**src/hdl/mandelbrot_escape_time_pixel_top_defines.svh**
```systemverilog
// Assertion macros shared by the escape-time pixel evaluator
`ifndef MANDELBROT_ESCAPE_TIME_PIXEL_TOP_DEFINES_SVH
`define MANDELBROT_ESCAPE_TIME_PIXEL_TOP_DEFINES_SVH

// check a condition in the same cycle as its trigger
`define MEP_ASSERT_NOW(lbl, ante, cons, msg) \
  lbl: assert property (@(posedge clk) disable iff (!rst_n) (ante) |-> (cons)) else $error(msg);

// check a condition in the cycle after its trigger
`define MEP_ASSERT_NEXT(lbl, ante, cons, msg) \
  lbl: assert property (@(posedge clk) disable iff (!rst_n) (ante) |=> (cons)) else $error(msg);

`endif

```
**src/hdl/mep_pkg.sv**
```systemverilog
// Shared constants, types and helper functions for the escape-time pixel evaluator
package mep_pkg;

  localparam int COL_W   = 9;
  localparam int ROW_W   = 8;
  localparam int COLOR_W = 7;
  localparam int SPAN_W  = 47;
  localparam int FIX_W   = 48;
  localparam int FRAC_W  = 40;
  localparam int HALF_W  = FIX_W / 2;
  localparam int MID_W   = 2 * HALF_W + 1;
  localparam int PROD_W  = 2 * FIX_W;
  localparam int Q_W     = PROD_W - FRAC_W;
  localparam int ACC_W   = Q_W + 2;

  localparam int IN_DATA_W  = 24;
  localparam int OUT_DATA_W = 24;
  localparam int CFG_DATA_W = 64;
  localparam int ADDR_W     = 5;
  localparam int ADDR_LSB   = 3;

  localparam int COL_SHIFT   = 6;
  localparam int COL_DIV     = 5;
  localparam int ROW_SHIFT   = 3;
  localparam int ROW_DIV     = 25;
  localparam int YSPAN_MUL   = 4;
  localparam int YSPAN_DIV   = 5;
  localparam int SCREEN_COLS = COL_DIV << COL_SHIFT;
  localparam int SCREEN_ROWS = ROW_DIV << ROW_SHIFT;
  localparam int ITER_LIMIT  = 100;
  localparam int ITER_W      = $clog2(ITER_LIMIT + 1);

  localparam int ESCAPE_INT = 25;
  localparam int COLOR_BASE = 32;
  localparam int COLOR_SPAN = 64;

  localparam int ROWS_BITS = $clog2(SCREEN_ROWS + 1);
  localparam int ROWF_W    = ((ROWS_BITS > ROW_W) ? ROWS_BITS : ROW_W) + 1;
  localparam int YP_W      = ROWF_W + SPAN_W + 1;
  localparam int XP_W      = COL_W + SPAN_W;
  localparam int YQ_W      = FIX_W + 1;

  localparam int DIV_W     = 56;
  localparam int DIV_CHUNK = 8;
  localparam int DIV_STEPS = DIV_W / DIV_CHUNK;
  localparam int DIV_CNT_W = $clog2(DIV_STEPS);
  localparam int DIV_MAX   = (ROW_DIV > COL_DIV) ?
                             ((ROW_DIV > YSPAN_DIV) ? ROW_DIV : YSPAN_DIV) :
                             ((COL_DIV > YSPAN_DIV) ? COL_DIV : YSPAN_DIV);
  localparam int DIVR_W    = $clog2(DIV_MAX + 1);

  localparam logic [Q_W:0] ESCAPE_MAG = (Q_W + 1)'(ESCAPE_INT) << FRAC_W;

  localparam logic [SPAN_W-1:0]       SPAN_RST = 47'd3848290697216;
  localparam logic signed [FIX_W-1:0] CX_RST   = -48'sd659706976666;
  localparam logic signed [FIX_W-1:0] CY_RST   = 48'sd0;

  localparam logic [1:0] REG_SPAN_X   = 2'd0;
  localparam logic [1:0] REG_CENTER_X = 2'd1;
  localparam logic [1:0] REG_CENTER_Y = 2'd2;

  localparam logic [1:0] DOP_YSPAN = 2'd0;
  localparam logic [1:0] DOP_XOFS  = 2'd1;
  localparam logic [1:0] DOP_YOFS  = 2'd2;

  typedef struct packed {
    logic       accept;
    logic       div_start;
    logic [1:0] div_op;
    logic       load_c;
    logic       mul;
    logic       sum;
    logic       upd;
    logic       out_load;
  } mep_cmd_t;

  typedef struct packed {
    logic div_busy;
    logic stop;
  } mep_sts_t;

  typedef logic [COLOR_W-1:0] color_tab_t [ITER_LIMIT + 1];

  function automatic color_tab_t build_color_tab();
    color_tab_t tab;
    for (int i = 0; i <= ITER_LIMIT; i++) begin
      tab[i] = (i >= ITER_LIMIT - 1) ? '0 :
               COLOR_W'(COLOR_BASE + (i * COLOR_SPAN) / (ITER_LIMIT - 1));
    end
    return tab;
  endfunction

  localparam color_tab_t COLOR_TAB = build_color_tab();

  function automatic logic signed [FIX_W-1:0] sat_fix(input logic signed [ACC_W-1:0] x);
    logic signed [FIX_W-1:0] r;
    if ((&x[ACC_W-1:FIX_W-1]) || !(|x[ACC_W-1:FIX_W-1])) begin
      r = x[FIX_W-1:0];
    end else if (x[ACC_W-1]) begin
      r = {1'b1, {(FIX_W-1){1'b0}}};
    end else begin
      r = {1'b0, {(FIX_W-1){1'b1}}};
    end
    return r;
  endfunction

  function automatic logic [PROD_W-1:0] prod_join(input logic [FIX_W-1:0] ll,
                                                  input logic [MID_W-1:0] mid,
                                                  input logic [FIX_W-1:0] hh);
    return {hh, {FIX_W{1'b0}}} + (PROD_W'(mid) << HALF_W) + PROD_W'(ll);
  endfunction

endpackage

```
**src/hdl/mep_ctrl.sv**
```systemverilog
// Sequencer for setup divisions, the iteration loop and the output register
`include "mandelbrot_escape_time_pixel_top_defines.svh"

module mep_ctrl (
  input  logic              clk,
  input  logic              rst_n,
  input  logic              in_tvalid,
  output logic              in_tready,
  output logic              out_tvalid,
  input  logic              out_tready,
  input  mep_pkg::mep_sts_t sts_i,
  output mep_pkg::mep_cmd_t cmd_o
);
  import mep_pkg::*;

  localparam logic [3:0] S_IDLE = 4'd0;
  localparam logic [3:0] S_DIVY = 4'd1;
  localparam logic [3:0] S_DIVX = 4'd2;
  localparam logic [3:0] S_DIVC = 4'd3;
  localparam logic [3:0] S_MUL  = 4'd4;
  localparam logic [3:0] S_SUM  = 4'd5;
  localparam logic [3:0] S_UPD  = 4'd6;
  localparam logic [3:0] S_FIN  = 4'd7;

  logic [3:0] state_r, state_nxt;
  logic       out_valid_r, out_valid_nxt;
  mep_cmd_t   cmd;

  always_comb begin
    state_nxt = state_r;
    cmd       = '0;
    case (state_r)
      S_IDLE: begin
        if (in_tvalid) begin
          cmd.accept    = 1'b1;
          cmd.div_start = 1'b1;
          cmd.div_op    = DOP_YSPAN;
          state_nxt     = S_DIVY;
        end
      end
      S_DIVY: begin
        if (!sts_i.div_busy) begin
          cmd.div_start = 1'b1;
          cmd.div_op    = DOP_XOFS;
          state_nxt     = S_DIVX;
        end
      end
      S_DIVX: begin
        if (!sts_i.div_busy) begin
          cmd.div_start = 1'b1;
          cmd.div_op    = DOP_YOFS;
          state_nxt     = S_DIVC;
        end
      end
      S_DIVC: begin
        if (!sts_i.div_busy) begin
          cmd.load_c = 1'b1;
          state_nxt  = S_MUL;
        end
      end
      S_MUL: begin
        cmd.mul   = 1'b1;
        state_nxt = S_SUM;
      end
      S_SUM: begin
        cmd.sum   = 1'b1;
        state_nxt = S_UPD;
      end
      S_UPD: begin
        cmd.upd   = 1'b1;
        state_nxt = sts_i.stop ? S_FIN : S_MUL;
      end
      S_FIN: begin
        if (!out_valid_r || out_tready) begin
          cmd.out_load = 1'b1;
          state_nxt    = S_IDLE;
        end
      end
      default: begin
        state_nxt = S_IDLE;
      end
    endcase
  end

  always_comb begin
    out_valid_nxt = out_valid_r;
    if (cmd.out_load) begin
      out_valid_nxt = 1'b1;
    end else if (out_tready) begin
      out_valid_nxt = 1'b0;
    end
  end

  always_ff @(posedge clk) begin
    if (!rst_n) begin
      state_r     <= S_IDLE;
      out_valid_r <= 1'b0;
    end else begin
      state_r     <= state_nxt;
      out_valid_r <= out_valid_nxt;
    end
  end

  assign in_tready  = (state_r == S_IDLE);
  assign out_tvalid = out_valid_r;
  assign cmd_o      = cmd;

  `MEP_ASSERT_NEXT(a_accept_starts, in_tvalid && in_tready, state_r == S_DIVY, "accept did not start setup")
  `MEP_ASSERT_NOW(a_out_slot_free, cmd.out_load, !out_valid_r || out_tready, "result overwrote a pending beat")
  `MEP_ASSERT_NEXT(a_fin_from_stop, state_r == S_UPD && sts_i.stop, state_r == S_FIN, "stop did not end the loop")

endmodule

```
**config.mk**
```make
export PLATFORM = sky130hd
export DESIGN_NAME = mep_ctrl
export DESIGN_NICKNAME = d
export VERILOG_FILES = /design/src/hdl/mep_pkg.sv /design/src/hdl/mep_ctrl.sv
export VERILOG_INCLUDE_DIRS = /design/src /design/src/hdl
export SDC_FILE = /design/constraint.sdc
export NUM_CORES = 1
export LEC_CHECK = 0
export BUFFER_PORTS_ARGS = -buffer_cell sky130_fd_sc_hd__buf_4
export CAP_MARGIN = 5
export CORE_AREA = 2 2 39 41
export DETAILED_ROUTE_END_ITERATION = 10
export DIE_AREA = 0 0 41 43
export HOLD_SLACK_MARGIN = 0.06
export PLACE_DENSITY = 0.6
export SLEW_MARGIN = 0
export SYNTH_ARGS = -nofsm -noshare
export SYNTH_HDL_FRONTEND = slang
export SYNTH_SLANG_ARGS = --single-unit
```
**constraint.sdc**
```tcl
create_clock -name clk -period 2 [get_ports clk]
set_clock_uncertainty 0.05 [all_clocks]
set_input_delay 0 -clock clk [delete_from_list [all_inputs] [get_ports clk]]
set_output_delay 0 -clock clk [all_outputs]
set_load 0.01 [all_outputs]
```
==> run summary <==
Syn Area/Cell - 8.39 sq um
Final TNS setup - 0 ns
Post-synth top cells - buf_6, dfxtp_1, nor2_1
Largest net degree at the start of global routing - 19
Antenna-violating nets left - 0
Area growth from synthesis to layout - 32.5%
Final GP Congestion - 0.758
Leak - 0.214 nW
Max-capacitance violation count - 0
Number of library cell types mapped by synthesis - 26
Worst slew pin tran - 0.609 ns
Seq cells post-synth - 4
Die Area - 1760 sq um
Cell Chain, Critical Path - nand3_1, nor2_1, buf_4
Gr ovfl total - 0
Final-stage net count - 67
CP max FO - 18
Initial Util - 26.7%
WL final - 819 um
Switching power - 76.6 uW
Crit-path slowest cell - dfxtp_1
Synth Warn # - 0
DR DRC count - 0
CP Data Required Time - 1.95 ns
RSZ-0062 raised after global routing - no
Fin crit share - 74.8%
Syn Inst Count - 44
IO Port Bufs - 16
IO Pins - 17
Die height - 43 um
Core Util, Final - 35.4%
Outcome - finished clean
First-pass GRT wire length - 1400 um
Clock sinks - 4
Max incr delay on CP - 0.70 ns
Number of cell rows - 14
Worst Setup Start Kind - register
Endpoint type of the worst setup path - output pin
Peak Freq - 668 MHz
Post-CTS setup buffers - 0
Clk network pwr share - 39.2%
Final Hold Viols - 0
Diodes inserted - 0
Minimum clock period - 1.50 ns
Worst Setup Path Type - reg -> out
Root buffer cell - clkbuf_4
Layout cells sized above 1 - 42.4%
Synth Cell Area - 369 sq um
Main flop type after synthesis - dfxtp_1
Die width - 41 um
Total Routing Usage GR - 12.0%
Maximum root-to-sink buffer count - 2
CTS buffer count - 3
Core area - 1380 sq um
Comb pwr share - 23.6%
Worst EP arrival - 1.45 ns
Hold WC Path Type - in -> reg
Via-to-Cell Ratio - 4.87
Initial antenna violation count - 0
Seq pwr share - 37.2%
Fin. max-slew vios - 0
DR WL/cell - 10.9 um
Post-Place Setup Slack - 0.607 ns
Maximum vdd ir drop - 148 uV
Sequential share of the synthesized area - 21.7%
TritonCTS clock tree - yes
Syn nets - 50
Internal Pwr Total - 187 uW
Slew HR - 59.4%
Yosys top cell by area - dfxtp_1
PwrDens - 538 nW/um^2
Via count - 365
Iteration count of the initial detailed-routing pass - 2
H-tree Lvls - 1
Setup ws final - 0.503 ns
Post-synth EDFFs - 0
Share of synthesized flip-flops with an asynchronous set or reset - 0%
Share of the synthesized area in the top cell type - 21.7%
CTS clk-pin slew, worst paths - 0.04 ns
Final setup fails - 0
Sw Ratio - 29.1%
Final HPWL DP - 562 um
Top post-synthesis cells by area - dfxtp_1, buf_6, nor2b_1, o41ai_2, nor2_1
Vias in the first global route - 333
Later-pin clock latency in the skew report - 0.24 ns
DRT iter0 DRCs - 7
-- path summary, 6_finish.rpt --
check / end / cells after the start / startpoint / slack (ns)
max: cmd_o[0] / 3 / state_r[2] / 0.50
min: state_r[0] / 4 / out_tready / 0.07
max reg2reg: state_r[2] / 2 / state_r[2] / 0.60
min reg2reg: state_r[0] / 3 / out_tvalid / 0.63
-- through the flow --
step	power [mW]	area, sq um	instances	hold WS [ns]
global route	0.286	489	75	0.0861
detailed placement	0.160	457	71	0.211
floorplan	0.137	369	44	-0.0208
CTS	0.269	489	75	0.0649
global placement	0.160	457	71	0.204
finish	0.263	489	75	0.0686
-- per-layer routing --
layer	GRT usage, %	share of wire [%]	vias to the layer above
li1	-	-	189
met2	16.9	53	10
met5	0	0	-
met4	8.00	0	0
met1	14.4	42	166
met3	4.71	4.5	0
-- state kept, by name, summed over array words and instances (netlist names) --
register	count
state_r	3
out_tvalid	1
-- repair_timing --
item | 4_1_cts | 5_1_grt
hold buffers | 1 | 0
resized for setup | 0 | 0
hold endpoints to repair | 4 | 0
-- cells in the final DEF, fill, tap and decap left out --
master and instances:
o31ai_1 1, nor2b_2 1, o21ai_1 1, a211oi_1 1, o221ai_1 1, nor4_2 1, nor3b_1 2, nor3b_2 1
nor2_1 4, a21oi_1 2, nand2_1 3, nand4_1 1, nor3_2 1, clkbuf_4 3, and3_1 1, o221a_1 1
nor2b_1 3, o41ai_2 1, nand2b_1 2, dfxtp_1 4, nor3_1 2, o31ai_2 1, inv_1 2, dlygate4sd3_1 1
nand3_1 1, buf_4 16, and2_1 1
-- logic make-up (layout without fill, tap and decap cells) --
kind of cell	Yosys count	in the layout	synth area share (%)
AO/OA/AOI/OAI	9	9	21.4
buffers and inverters	7	22	16.3
flip-flops	4	4	21.7
AND/OR/NAND/NOR	24	24	40.7
-- critical path: cells and delay by family, from the launching register on --
family | cells | cell delay [ns]
buf+inv | 1 | 0.13
simple gates | 2 | 0.38
flops | 1 | 0.70
-- area by class of cell --
cell class | instances | area [sq um]
Fill cell | 165 | 895
Clock buffer | 3 | 22.5
Inverter | 2 | 7.51
Timing Repair Buffer | 17 | 130
Tap cell | 16 | 20.0
Multi-Input combinational cell | 33 | 229
Sequential cell | 4 | 80.1
-- power groups by stage --
stage | clock (mW) | sequential (mW) | combinational, mW
after global routing | 0.118 | 0.0991 | 0.0689
after global placement | 0 | 0.0993 | 0.0606
after floorplan | 0 | 0.0887 | 0.0479
after CTS | 0.108 | 0.0978 | 0.0630
final | 0.103 | 0.0979 | 0.0622
after detailed placement | 0 | 0.0991 | 0.0611
Power figures use the tool's default switching activity.
